## config.mk

```make
export PLATFORM = sky130hd
export DESIGN_NAME = glob_wildcard_matcher
export DESIGN_NICKNAME = d
export VERILOG_FILES = /design/src/gwm_pkg.sv /design/src/gwm_queue.sv /design/src/gwm_front.sv /design/src/gwm_back.sv /design/src/glob_wildcard_matcher.sv
export VERILOG_INCLUDE_DIRS = /design/src /design/src/src
export SDC_FILE = /design/constraint.sdc
export NUM_CORES = 1
export LEC_CHECK = 0
export ABC_AREA = 1
export BUFFER_PORTS_ARGS = -buffer_cell sky130_fd_sc_hd__buf_2
export CORE_ASPECT_RATIO = 1.4
export CORE_UTILIZATION = 40
export CTS_BUF_LIST = sky130_fd_sc_hd__clkbuf_4 sky130_fd_sc_hd__clkbuf_8
export DETAILED_ROUTE_END_ITERATION = 8
export PLACE_DENSITY_LB_ADDON = 0.12
export SYNTH_ARGS = -nofsm -noshare
export SYNTH_HDL_FRONTEND = slang
export SYNTH_HIERARCHICAL = 1
export SYNTH_SLANG_ARGS = --single-unit
```

## constraint.sdc

```tcl
create_clock -name clk -period 5.1 [get_ports clk]
set_input_delay 0.255 -clock clk [delete_from_list [all_inputs] [get_ports clk]]
set_output_delay 0.255 -clock clk [all_outputs]
set_load 0.005 [all_outputs]
```

## src/glob_wildcard_matcher_macros.svh

```systemverilog
// Assertion macros used by the glob matcher back end.
// Depends on a clk and rst signal in the scope that uses them.
`ifndef GLOB_WILDCARD_MATCHER_MACROS_SVH
`define GLOB_WILDCARD_MATCHER_MACROS_SVH

// Same-cycle implication, skipped while in reset.
`define GWM_ASSERT_NOW(label, ante, cons, msg) \
  label: assert property (@(posedge clk) disable iff (rst) (ante) |-> (cons)) \
    else $error(msg);

// Next-cycle implication, skipped while in reset.
`define GWM_ASSERT_NEXT(label, ante, cons, msg) \
  label: assert property (@(posedge clk) disable iff (rst) (ante) |=> (cons)) \
    else $error(msg);

// Invariant that holds at every edge out of reset.
`define GWM_ASSERT_ALWAYS(label, expr, msg) \
  label: assert property (@(posedge clk) disable iff (rst) (expr)) \
    else $error(msg);

`endif

```

## src/gwm_pkg.sv

```systemverilog
// Shared types, constants and helpers for the glob wildcard matcher.
// No dependencies; imported by every module of the block.
package gwm_pkg;

  localparam int GWM_PATTERN_CHARS = 16;
  localparam int GWM_QUEUE_DEPTH   = 2;
  localparam int CHAR_W            = 16;

  localparam logic [CHAR_W-1:0] STAR_CODE     = 16'h002A;
  localparam logic [CHAR_W-1:0] QUESTION_CODE = 16'h003F;
  localparam logic [CHAR_W-1:0] LOWER_A       = 16'h0061;
  localparam logic [CHAR_W-1:0] LOWER_Z       = 16'h007A;
  localparam logic [CHAR_W-1:0] CASE_OFFSET   = 16'h0020;

  typedef enum logic [1:0] {
    ACT_NEW    = 2'd0,
    ACT_APPEND = 2'd1,
    ACT_NAME   = 2'd2,
    ACT_END    = 2'd3
  } action_t;

  // Classified beat as it waits in the queue.
  typedef struct packed {
    action_t           action;
    logic [CHAR_W-1:0] upper;
    logic              is_star;
    logic              is_question;
  } item_t;

  function automatic logic [CHAR_W-1:0] fold_upper(input logic [CHAR_W-1:0] c);
    if (c >= LOWER_A && c <= LOWER_Z) begin
      return c - CASE_OFFSET;
    end
    return c;
  endfunction

endpackage

```

## src/gwm_queue.sv

```systemverilog
// Small FIFO of classified beats between the front and back of the matcher.
// Depends on gwm_pkg for item_t.
module gwm_queue
  import gwm_pkg::*;
#(
  parameter int DEPTH = GWM_QUEUE_DEPTH
) (
  input  logic  clk,
  input  logic  rst,
  input  logic  push,
  input  item_t push_item,
  output logic  full,
  input  logic  pop,
  output item_t head,
  output logic  empty
);

  localparam int PTR_W = (DEPTH > 1) ? $clog2(DEPTH) : 1;
  localparam int CNT_W = $clog2(DEPTH + 1);
  localparam logic [PTR_W-1:0] LAST_PTR = PTR_W'(DEPTH - 1);
  localparam logic [CNT_W-1:0] FULL_CNT = CNT_W'(DEPTH);

  item_t            slots [DEPTH];
  logic [PTR_W-1:0] rd_ptr;
  logic [PTR_W-1:0] wr_ptr;
  logic [CNT_W-1:0] count;
  logic             do_push;
  logic             do_pop;

  assign full    = (count == FULL_CNT);
  assign empty   = (count == '0);
  assign do_push = push && !full;
  assign do_pop  = pop && !empty;
  assign head    = slots[rd_ptr];

  always_ff @(posedge clk) begin
    if (do_push) begin
      slots[wr_ptr] <= push_item;
    end
  end

  always_ff @(posedge clk) begin
    if (rst) begin
      rd_ptr <= '0;
      wr_ptr <= '0;
      count  <= '0;
    end else begin
      if (do_push) begin
        wr_ptr <= (wr_ptr == LAST_PTR) ? '0 : wr_ptr + 1'b1;
      end
      if (do_pop) begin
        rd_ptr <= (rd_ptr == LAST_PTR) ? '0 : rd_ptr + 1'b1;
      end
      if (do_push && !do_pop) begin
        count <= count + 1'b1;
      end else if (do_pop && !do_push) begin
        count <= count - 1'b1;
      end
    end
  end

endmodule

```

## src/gwm_front.sv

```systemverilog
// Front end: takes input beats and classifies them for the queue.
// Depends on gwm_pkg for item_t, action_t and fold_upper.
module gwm_front
  import gwm_pkg::*;
(
  input  logic              s_tvalid,
  output logic              s_tready,
  input  logic [CHAR_W-1:0] s_tdata,   // [15:0] character
  input  logic [1:0]        s_tuser,   // [1:0] action
  input  logic              q_full,
  output logic              push,
  output item_t             push_item
);

  assign s_tready = !q_full;
  assign push     = s_tvalid && !q_full;

  // Fold case once here so the back end compares plain codes.
  always_comb begin
    push_item.action      = action_t'(s_tuser);
    push_item.upper       = fold_upper(s_tdata);
    push_item.is_star     = (s_tdata == STAR_CODE);
    push_item.is_question = (s_tdata == QUESTION_CODE);
  end

endmodule

```

## src/gwm_back.sv

```systemverilog
// Back end: pattern store, bit-parallel NFA and the result register.
// Depends on gwm_pkg and the assertion macros header.
`include "glob_wildcard_matcher_macros.svh"

module gwm_back
  import gwm_pkg::*;
#(
  parameter int PATTERN_CHARS = GWM_PATTERN_CHARS
) (
  input  logic       clk,
  input  logic       rst,
  input  item_t      head,
  input  logic       empty,
  output logic       pop,
  output logic       m_tvalid,
  input  logic       m_tready,
  output logic [7:0] m_tdata,   // [0] matched, [7:1] zero
  output logic       m_tuser    // [0] pattern_overflow
);

  localparam int N     = PATTERN_CHARS;
  localparam int LEN_W = $clog2(N + 1);
  localparam logic [LEN_W-1:0] FULL_LEN = LEN_W'(N);

  logic [CHAR_W-1:0] pat_char [N];
  logic [N-1:0]      pat_q;
  logic [N-1:0]      star;
  logic [LEN_W-1:0]  length;
  logic [N:0]        active;
  logic              ovf;
  logic              out_matched;
  logic              out_ovf;

  logic [N-1:0]      valid;
  logic [N:0]        cur;
  logic [N:0]        consumed;
  logic              hit;
  logic              end_pop;

  // Star closure as a parallel prefix: a star position passes activity on.
  function automatic logic [N:0] closure(input logic [N:0] set,
                                         input logic [N-1:0] stars);
    logic [N:0] g;
    logic [N:0] p;
    g = set;
    p = {stars, 1'b0};
    for (int d = 1; d <= N; d = d * 2) begin
      for (int i = N; i >= d; i--) begin
        g[i] = g[i] | (p[i] & g[i-d]);
        p[i] = p[i] & p[i-d];
      end
    end
    return g;
  endfunction

  always_comb begin
    for (int i = 0; i < N; i++) begin
      valid[i] = (LEN_W'(i) < length);
    end
  end

  assign cur = closure(active, star);

  // One NFA step: stars hold, other positions advance on a match.
  always_comb begin
    consumed = '0;
    for (int i = 0; i < N; i++) begin
      if (cur[i] && valid[i]) begin
        if (star[i]) begin
          consumed[i] = 1'b1;
        end else if (pat_q[i] || pat_char[i] == head.upper) begin
          consumed[i+1] = 1'b1;
        end
      end
    end
  end

  assign hit     = !ovf && cur[length];
  assign pop     = !empty && (head.action != ACT_END || !m_tvalid || m_tready);
  assign end_pop = pop && (head.action == ACT_END);

  assign m_tdata = {7'd0, out_matched};
  assign m_tuser = out_ovf;

  always_ff @(posedge clk) begin
    for (int i = 0; i < N; i++) begin
      if (pop && head.action == ACT_APPEND && LEN_W'(i) == length) begin
        pat_char[i] <= head.upper;
        pat_q[i]    <= head.is_question;
      end
    end
    if (end_pop) begin
      out_matched <= hit;
      out_ovf     <= ovf;
    end
  end

  always_ff @(posedge clk) begin
    if (rst) begin
      star     <= '0;
      length   <= '0;
      active   <= (N+1)'(1);
      ovf      <= 1'b0;
      m_tvalid <= 1'b0;
    end else begin
      if (m_tvalid && m_tready) begin
        m_tvalid <= 1'b0;
      end
      if (pop) begin
        unique case (head.action)
          ACT_NEW: begin
            star   <= '0;
            length <= '0;
            ovf    <= 1'b0;
            active <= (N+1)'(1);
          end
          ACT_APPEND: begin
            if (length == FULL_LEN) begin
              ovf <= 1'b1;
            end else begin
              for (int i = 0; i < N; i++) begin
                if (LEN_W'(i) == length) begin
                  star[i] <= head.is_star;
                end
              end
              length <= length + 1'b1;
            end
            active <= (N+1)'(1);
          end
          ACT_NAME: begin
            active <= consumed;
          end
          ACT_END: begin
            active   <= (N+1)'(1);
            m_tvalid <= 1'b1;
          end
          default: begin
            active <= (N+1)'(1);
          end
        endcase
      end
    end
  end

  `GWM_ASSERT_NEXT(a_end_shows_result, end_pop, m_tvalid, "end of name gave no result")
  `GWM_ASSERT_NOW(a_ovf_never_matches, m_tvalid && out_ovf, !out_matched, "match on overflow")
  `GWM_ASSERT_ALWAYS(a_star_in_range, (star & ~valid) == '0, "star bit past pattern end")
  `GWM_ASSERT_NOW(a_no_pop_on_stall, m_tvalid && !m_tready && !empty && head.action == ACT_END,
                  !pop, "end popped over a stalled result")

endmodule

```

## src/glob_wildcard_matcher.sv

```systemverilog
// Top level of the case-insensitive glob matcher ('*' and '?').
// Instantiates gwm_front, gwm_queue and gwm_back; depends on gwm_pkg.
//
// Usage:
//   Input beats arrive on s_*: s_tuser carries the action (new pattern,
//   append pattern character, name character, end of name) and s_tdata the
//   16-bit character. Load a pattern with one "new" beat followed by one
//   "append" beat per character, then stream each name as name-character
//   beats closed by an end-of-name beat.
//   Each end-of-name beat yields one result beat on m_*: m_tdata[0] says
//   whether the whole name matched, m_tuser flags a pattern that overran
//   the store (such patterns never match). No other beat yields a result.
// Timing: one beat is taken every cycle unless the queue is full. A beat is
//   registered in the queue, and the result register loads when its end-of-name
//   beat is popped. The NFA step is a combinational update of the active positions.
// Reset: rst empties the queue, drops any pending result and leaves an
//   empty pattern loaded, so a name matches only if it is empty.
// Stall:
//   When m_tready is low the result register holds; name beats keep
//   flowing until the next end-of-name beat, then the queue fills and
//   s_tready drops.
module glob_wildcard_matcher
  import gwm_pkg::*;
#(
  parameter int PATTERN_CHARS = GWM_PATTERN_CHARS,
  parameter int QUEUE_DEPTH   = GWM_QUEUE_DEPTH
) (
  input  logic              clk,
  input  logic              rst,
  input  logic              s_tvalid,
  output logic              s_tready,
  input  logic [CHAR_W-1:0] s_tdata,   // [15:0] character
  input  logic [1:0]        s_tuser,   // [1:0] action
  output logic              m_tvalid,
  input  logic              m_tready,
  output logic [7:0]        m_tdata,   // [0] matched, [7:1] zero
  output logic              m_tuser    // [0] pattern_overflow
);

  item_t push_item;
  item_t head;
  logic  push;
  logic  q_full;
  logic  q_empty;
  logic  pop;

  // Classify incoming beats: fold case, spot the wildcard codes.
  gwm_front u_front (
    .s_tvalid  (s_tvalid),
    .s_tready  (s_tready),
    .s_tdata   (s_tdata),
    .s_tuser   (s_tuser),
    .q_full    (q_full),
    .push      (push),
    .push_item (push_item)
  );

  // Decouple intake from the NFA so a stalled result blocks intake only once the queue fills.
  gwm_queue #(
    .DEPTH (QUEUE_DEPTH)
  ) u_queue (
    .clk       (clk),
    .rst       (rst),
    .push      (push),
    .push_item (push_item),
    .full      (q_full),
    .pop       (pop),
    .head      (head),
    .empty     (q_empty)
  );

  // Hold the pattern, advance the NFA and register the result.
  gwm_back #(
    .PATTERN_CHARS (PATTERN_CHARS)
  ) u_back (
    .clk      (clk),
    .rst      (rst),
    .head     (head),
    .empty    (q_empty),
    .pop      (pop),
    .m_tvalid (m_tvalid),
    .m_tready (m_tready),
    .m_tdata  (m_tdata),
    .m_tuser  (m_tuser)
  );

endmodule

```

======== Yosys cells after proc, flatten, opt, wreduce, memory -nomap -nowiden ========
Memory sizes are Yosys's and may differ from the RTL's. A register that Yosys moved wholly into a read port is not among the register bits.
Cells that the tools add are included.
word-level totals
  output and inout bits ................... 11
  bits of input ports ..................... 22
  logic and storage cells ................. 557
  RAM bits ................................ 296
  memories ................................ 2
  register bits ........................... 62
memory list
  memory           words  width  rd ports  clocked after memory_dff  write ports  line             text
  u_back.pat_char  16     16     16        0                         1            gwm_back.sv:25   logic [CHAR_W-1:0] pat_char [N];
  u_queue.slots    2      20     1         1                         1            gwm_queue.sv:23  item_t slots [DEPTH];
operators by class
  reductions and logical operators ........ 106
  multiplexer cells ....................... 180
  magnitude comparators ................... 19
  bitwise logic cells ..................... 146
  equal/unequal tests ..................... 57
  add/sub/neg operators ................... 6
operators by type and width
  operator                                                            count
  two-way mux 16 bit                                                  18
  == test 16 bit                                                      16
  OR reduction 16 bit                                                 15
  two-way mux 1 bit                                                   123
  bitwise AND 1 bit                                                   92
  AND reduction 4 bit                                                 16
  two-way mux 4 bit                                                   15
  OR 1 bit                                                            54
  logical AND 1 bit                                                   43
  == test 4 x 5 -> 1 bit, first input constant                        8
  < comparator 4 x 5 -> 1 bit, first input constant                   8
  != test 2 bit, second input constant                                19
  two-way mux 2 bit                                                   18
  case mux 17 bit (2 select lines)                                    1
  == test 16 x 6 -> 1 bit, second input constant                      2
  case mux 16 bit (2 select lines)                                    1
  == test 3 x 5 -> 1 bit, first input constant                        4
  < comparator 3 x 5 -> 1 bit, first input constant                   4
  logical OR 1 bit                                                    18
  greater-or-equal comparator 16 x 7 -> 1 bit, second input constant  1
  <= comparator 16 x 7 -> 1 bit, second input constant                1
  subtractor 16 x 6 -> 16 bit, second input constant                  1
  == test 2 x 5 -> 1 bit, first input constant                        2
  < comparator 1 x 5 -> 1 bit, first input constant                   2
  20 further kinds                                                    32

======== Depth between registers and ports, before layout ========
Gate-level depths: netlist (run 1).
An unclocked memory read counts as a cell.
  depth after elaboration ................. 37
  depth in mapped cells ................... 15

======== Hierarchy ========
The synthesis (run 1) kept the hierarchy.
modules (own cells, without submodules)
  module     times used  cells an instance  area an instance (µm²)  sequential area each (µm²)
  gwm_back   1           1410               14799.2                 9028.7
  gwm_queue  1           99                 1689.1                  1301.2
  gwm_front  1           60                 320.3                   0.0

======== Worst setup path before layout (run 1) ========
Ideal clock, no wire load.
  kind .................................... flip-flop to flip-flop
  start point ............................. reg with a tool-made name
  end point ............................... mem u_back.pat_char[9][0] (netlist: u_back/pat_char[1][16]), enable pin
  clock period less this slack ............ 3483 ps
  data required time ...................... 4665 ps
  buffers on the path ..................... 1
  cell stages (with the launch flop) ...... 6
  setup time .............................. 435 ps
  arrival ................................. 3048 ps
  path slack .............................. 1617 ps
  cell sequence ........................... dfxtp_1 buf_2 mux2_2 nor2_2 nand2_1 nor4_1
RTL lines
  what           line
  end, declared  gwm_back.sv:25

==> flow_summary.yaml, run 1 <==
status:
  outcome: "finished clean"
layout:
  drive_gt1_frac: 0.113
  num-nets-final: 1655
  finalNonFillerCells: 2207
  final_core_util: 0.451
  syn_to_final_growth_pct: 10.7
worst_hold_path:
  hold_start: "s_tvalid"
  hold_depth: 6
  hold_class: "input pin to register"
logic_synthesis:
  synth_edf_count: 314
  yosysTopAreaCellShare: 0.561
  async_flop_share: 0
  synth_top_cells_by_count: "314 x edfxtp_1, 313 x nand2_1, 173 x nor2_1"
  syn_area_per_cell_um2: 10.7
  yosysTopAreaCell: "edfxtp_1"
  ys_seq_area_frac: 0.615
  synth_area_um2: 16800
  synth_cell_type_count: 41
  synthCells: 1569
  synth-seq-cells: 359
  yosys_warnings: 6
  yosysMostFrequentCell: "edfxtp_1"
  ys_top_cells_by_area: "edfxtp_1 56%, xnor2_1 8.0%, nand2_1 7.0%"
  synthFlopType: "edfxtp_1"
floorplanning:
  rows: 88
  die_area_um2: 42900
  start_util: 0.407
  ios: 33
  fp.dieH_um: 245
  core_um2: 41300
  die_width_um: 175
clocking:
  root_buffer: "clkbuf_8"
  cts_made_buffers: 53
  cts_htree_levels: 2
  clockBufferDepth: 3
  cts_resized: 0
  cts_sinks: 359
  clk_pin_slew_ps: 60
  clock_latency_ps: 630
  cts_tree: "built"
setup_path:
  startpoint_type: "register"
  cp-endpoint: "u_back/pat_char[0][33]$_DFFE_PP_"
  crit_fanout: 20
  reg2reg_slack_ps: 1390
  cp-end-kind: "register"
  reg2reg_depth: 5
  r2r_end: "u_back/pat_char[0][33]$_DFFE_PP_"
  path_class: "register to register"
  crit_required_ps: 5320
  cp.arrival_ps: 3930
power:
  p_per_area_nw_per_um2: 441
  p_leak_nw: 6.74
  ir_worst_vdd_v: 0.000347
timing:
  slew_headroom: 0.139
  slew_violations: 0
  finalSetupViolCount: 0
  grt_setup_unrepaired: "false"
  fin_crit_ps: 3710
  fin_tns_setup_ps: 0
  finalClockSkew_ps: 36.1
  fin_crit_sh: 0.727
  fmax_mhz: 270
  hold_violations: 0
  tightestPinTransition_ps: 1280
routing:
  dr_wl_met3_mm: 1.41
  met1_length_mm: 15.7
  num_vias: 10555
  wl_per_cell_um: 16.8
  drtPass1Iterations: 6
  avgViaCountPerCell: 4.78
  wl_mm: 37.0
  ant_nets: 0
  remaining_drc_errors: 0
  highest_layer: "met4"
  wl_met2_mm: 18.4
  drt_iter0_markers: 576
placed_design:
  dp_cells: 2094
  globalplace.congestion: 0.920
  io_buffer_count: 25
  hpwl_mm: 24.4
grt:
  gr-total-overflow: 0
  grt_antenna_before_repair: 1
  grt_pass1_vias: 10386
  grt.total_usage: 0.177
  grt_pass1_wl_mm: 57.6
  grt_max_degree: 41
run:
  cap_violations: 0
## repair_timing
action,CTS,global route
hold buffers,19,0
buffers inserted,0,0
endpoints found under the hold margin,36,0
## placed cells by master, fill, tap and decap left out, types with 6 or more instances in the layout
cell type,instances
nand4_1,45
dlygate4sd3_1,19
buf_4,19
o21ai_0,28
inv_2,8
mux2_2,20
clkinv_1,16
nor2_1,171
xnor2_1,153
nor3_2,6
a21oi_1,72
xor2_1,68
inv_1,143
buf_2,25
clkbuf_4,18
conb_1,7
dfxtp_1,45
clkbuf_8,53
nor3_1,13
or2_2,9
edfxtp_1,314
nand2_1,313
nand3_1,51
nor2_2,8
## power by group
part,internal [mW],total [mW],switching [mW],leakage [nW]
Combinational,0.728,2.25,1.52,3.03
Sequential,3.62,3.78,0.158,3.20
Clock,1.10,2.18,1.08,0.513
Total,5.45,8.21,2.76,6.74
## metrics by stage
stage               hold slack, ps  cell area [um2]  worst slack, ps  total power, mW
global placement               443            17400             1580             6.10
CTS                           63.3            18600             1440             8.35
floorplan                      427            16800             1620             5.49
detailed placement             448            17400             1490             6.13
finish                        99.5            18600             1390             8.21
global route                  76.4            18600             1110             8.70
## cell families after synthesis
| family | Yosys count | synth area share |
|---|---|---|
| flip-flops | 359 | 0.615 |
| other | 1 | 0.000223 |
| adder cells (fa/ha/maj) | 5 | 0.00372 |
| buffers and inverters | 216 | 0.0553 |
| XOR/XNOR | 221 | 0.115 |
| AND/OR/NAND/NOR | 634 | 0.161 |
| multiplexers | 20 | 0.0134 |
| AO/OA/AOI/OAI | 113 | 0.0362 |
## worst max-delay path, stage by stage, from the launching register on
cell and delay, ps:
dfxtp_1 920, mux2_2 460, inv_1 80, nor2_2 300
nand2_1 430, nor3_2 1090
## worst min path at each step
stage,slack (ps),endpoint
6_report,100,u_queue/wr_ptr$_SDFFE_PP0P_
5_1_grt,80,u_back/active[16]$_SDFFE_PP0P_
4_1_cts,60,u_queue/wr_ptr$_SDFFE_PP0P_
3_5_place_dp,450,u_queue/slots[0][18]$_DFFE_PP_
3_3_place_gp,440,u_queue/slots[0][19]$_DFFE_PP_
2_1_floorplan,430,u_queue/count[1]$_SDFFE_PP0P_
## layer usage
| metal | vias to the layer above | track usage |
|---|---|---|
| met2 | 197 | 0.306 |
| li1 | 5286 | - |
| met4 | 0 | 0.0811 |
| met5 | - | 0 |
| met3 | 73 | 0.0264 |
| met1 | 4999 | 0.216 |
## final cells by class
| type | instances | area, um2 |
|---|---|---|
| fillers | 3916 | 22700 |
| flip-flops and latches | 359 | 10300 |
| multi-input cells | 1000 | 5600 |
| clock buffers | 71 | 865 |
| well taps | 540 | 676 |
| inverters | 151 | 567 |
| repair buffers | 63 | 458 |
| clock inverters | 22 | 111 |
| diodes | 1 | 2.50 |
## state kept, by name, indices dropped and copies added (netlist names), named ones only
signal and cells:
u_back/star 16, u_back/m_tuser 1, u_back/pat_q 16, u_queue/count 2, u_queue/rd_ptr 1, u_back/pat_char 256
u_back/active 17, u_back/m_tvalid 1, u_back/length 5, u_back/ovf 1, u_queue/slots 40, u_queue/wr_ptr 1
u_back/out_matched 1
Power figures use the tool's default switching activity.
==> run 2, diff against run 1 <==
==> constraint.sdc (replaced) <==
create_clock -name clk -period 3.2 [get_ports clk]
set_input_delay 0.16 -clock clk [delete_from_list [all_inputs] [get_ports clk]]
set_output_delay 0.16 -clock clk [all_outputs]
set_load 0.005 [all_outputs]
==> flow_summary.yaml, run 2 (synthesis results as in run 1) <==
routing:
  ant_nets: 0
  wl_mm: 38.6
  remaining_drc_errors: 0
  avgViaCountPerCell: 4.80
  drtPass1Iterations: 5
  drt_iter0_markers: 561
  num_vias: 10744
  wl_per_cell_um: 17.3
worst_hold_path:
  hold_depth: 2
  hold_class: "input pin to register"
  hold_start: "s_tuser[0]"
  hold_path_end: "u_queue/slots[1][18]$_DFFE_PP_"
timing:
  hold_violations: 0
  slew_headroom: 0.348
  fmax_mhz: 372
  setup_ws_ps: 511
  fin_crit_ps: 2690
  finalSetupViolCount: 0
  finalClockSkew_ps: 30.5
  grt_setup_unrepaired: "false"
  fin_tns_setup_ps: 0
  fin_crit_sh: 0.840
  slew_violations: 0
  tightestPinTransition_ps: 978
  holdWs_ps: 266
setup_path:
  critical_path.max_stage_delay_ps: 490
  reg2reg_slack_ps: 510
  slowest_stage: "mux2_2"
  startpoint_type: "register"
  cp-end-kind: "register"
  cp.arrival_ps: 3200
  crit_fanout: 20
  r2r_end: "u_back/length[4]$_SDFFE_PP0P_"
  crit_chain: "buf_4, mux2_2, nand2_1, inv_2, a21oi_4, nand2_4, a21oi_4, nand2_2, nor2_2, nand3_1, nand2_1, nor2_1"
  path_class: "register to register"
  reg2reg_depth: 12
  crit_required_ps: 3710
power:
  p_switching_mw: 4.45
  post-layout-total-power_mw: 13.5
  switching_share: 0.329
  p_leak_nw: 6.93
  p_int_mw: 9.09
  ir_worst_vdd_v: 0.000490
  p_comb_frac: 0.274
  clockPowerShare: 0.285
  p_per_area_nw_per_um2: 716
  p_seq_frac: 0.441
layout:
  final_cell_mix: "314 x edfxtp_1, 313 x nand2_1, 171 x nor2_1"
  layout_commonest_cell: "edfxtp_1"
  largest_reg_flops: 256
  fin_area_um2: 18900
  reg_top3: "u_back/pat_char: 256 flops, u_queue/slots: 40 flops, u_back/active: 17 flops"
  finalNonFillerCells: 2238
  drive_gt1_frac: 0.133
  top_register: "u_back/pat_char"
  syn_to_final_growth_pct: 12.6
  final_core_util: 0.458
  num-nets-final: 1677
floorplanning:
  die_width_um: 175
  die_area_um2: 42900
  rows: 88
  core_um2: 41300
  ios: 33
  start_util: 0.407
  fp.dieH_um: 245
placed_design:
  dp_cells: 2111
  dpl_cell_area_um2: 17600
  io_buffer_count: 25
  globalplace.congestion: 0.902
  pre_cts_slack_ps: 483
  hpwl_mm: 26.6
grt:
  grt_antenna_before_repair: 1
  grt_pass1_vias: 11012
  grt.total_usage: 0.186
  grt_max_degree: 34
  gr-total-overflow: 0
  grt_pass1_wl_mm: 61.2
run:
  cap_violations: 0
clocking:
  cts_sinks: 359
  clock_latency_ps: 620
  cts_setup_buffers: 0
  cts_htree_levels: 2
  cts_made_buffers: 56
  clockBufferDepth: 3
  cts_resized: 0
  cts_tree: "built"
  clk_pin_slew_ps: 60
  root_buffer: "clkbuf_8"
status:
  outcome: "finished clean"
## run 2: cell type report
type                       count  area, um2
antenna                        1       2.50
clock buffer                  84        993
clock inverter                21        140
fill                        3893      22400
inverter                     151        567
multi-input combinational   1000       5610
sequential                   359      10300
tap                          540        676
timing repair buffer          82        606
## run 2: power groups by stage
stage          sequential, mW  combinational, mW  clock (mW)
2_1_floorplan            5.99               2.76           0
3_3_place_gp             6.06               3.74           0
3_5_place_dp             6.06               3.78           0
4_1_cts                  5.96               3.82        3.99
5_1_grt                  6.00               4.16        4.19
6_report                 5.97               3.72        3.85
## run 2: timing repair
| item | CTS | global route |
|---|---|---|
| hold endpoints to repair | 46 | 0 |
| hold buffers | 21 | 0 |
| endpoints found under the setup margin | 0 | 0 |
## run 2: worst max path at each step
stage / slack (ps) / depth (start not counted) / endpoint / start
after floorplan: 200 / 5 / u_back/pat_char[0][16]$_DFFE_PP_ / register
after global placement: 500 / 12 / u_back/active[13]$_SDFFE_PP0P_ / register
after detailed placement: 480 / 12 / u_back/active[13]$_SDFFE_PP0P_ / register
after CTS: 450 / 12 / u_back/active[13]$_SDFFE_PP0P_ / register
after global routing: 270 / 14 / u_back/active[9]$_SDFFE_PP0P_ / register
final: 510 / 12 / u_back/length[4]$_SDFFE_PP0P_ / register
## run 2: per-layer routing
layer / routed length [um] / vias to the layer above / share of wire / track usage
met5: 0 / - / 0 / 0
met3: 1380 / 71 / 0.036 / 0.0278
met1: 15800 / 5120 / 0.41 / 0.213
met2: 20300 / 215 / 0.53 / 0.343
met4: 1140 / 0 / 0.029 / 0.0734
li1: - / 5338 / - / -
## run 2: worst max-delay path, delay by kind of cell, from the launching register on
family / cells / cell delay [ps]
buffers and inverters: 2 / 320
AO/OA/AOI/OAI: 2 / 680
flip-flops: 1 / 300
multiplexers: 1 / 490
AND/OR/NAND/NOR: 7 / 770
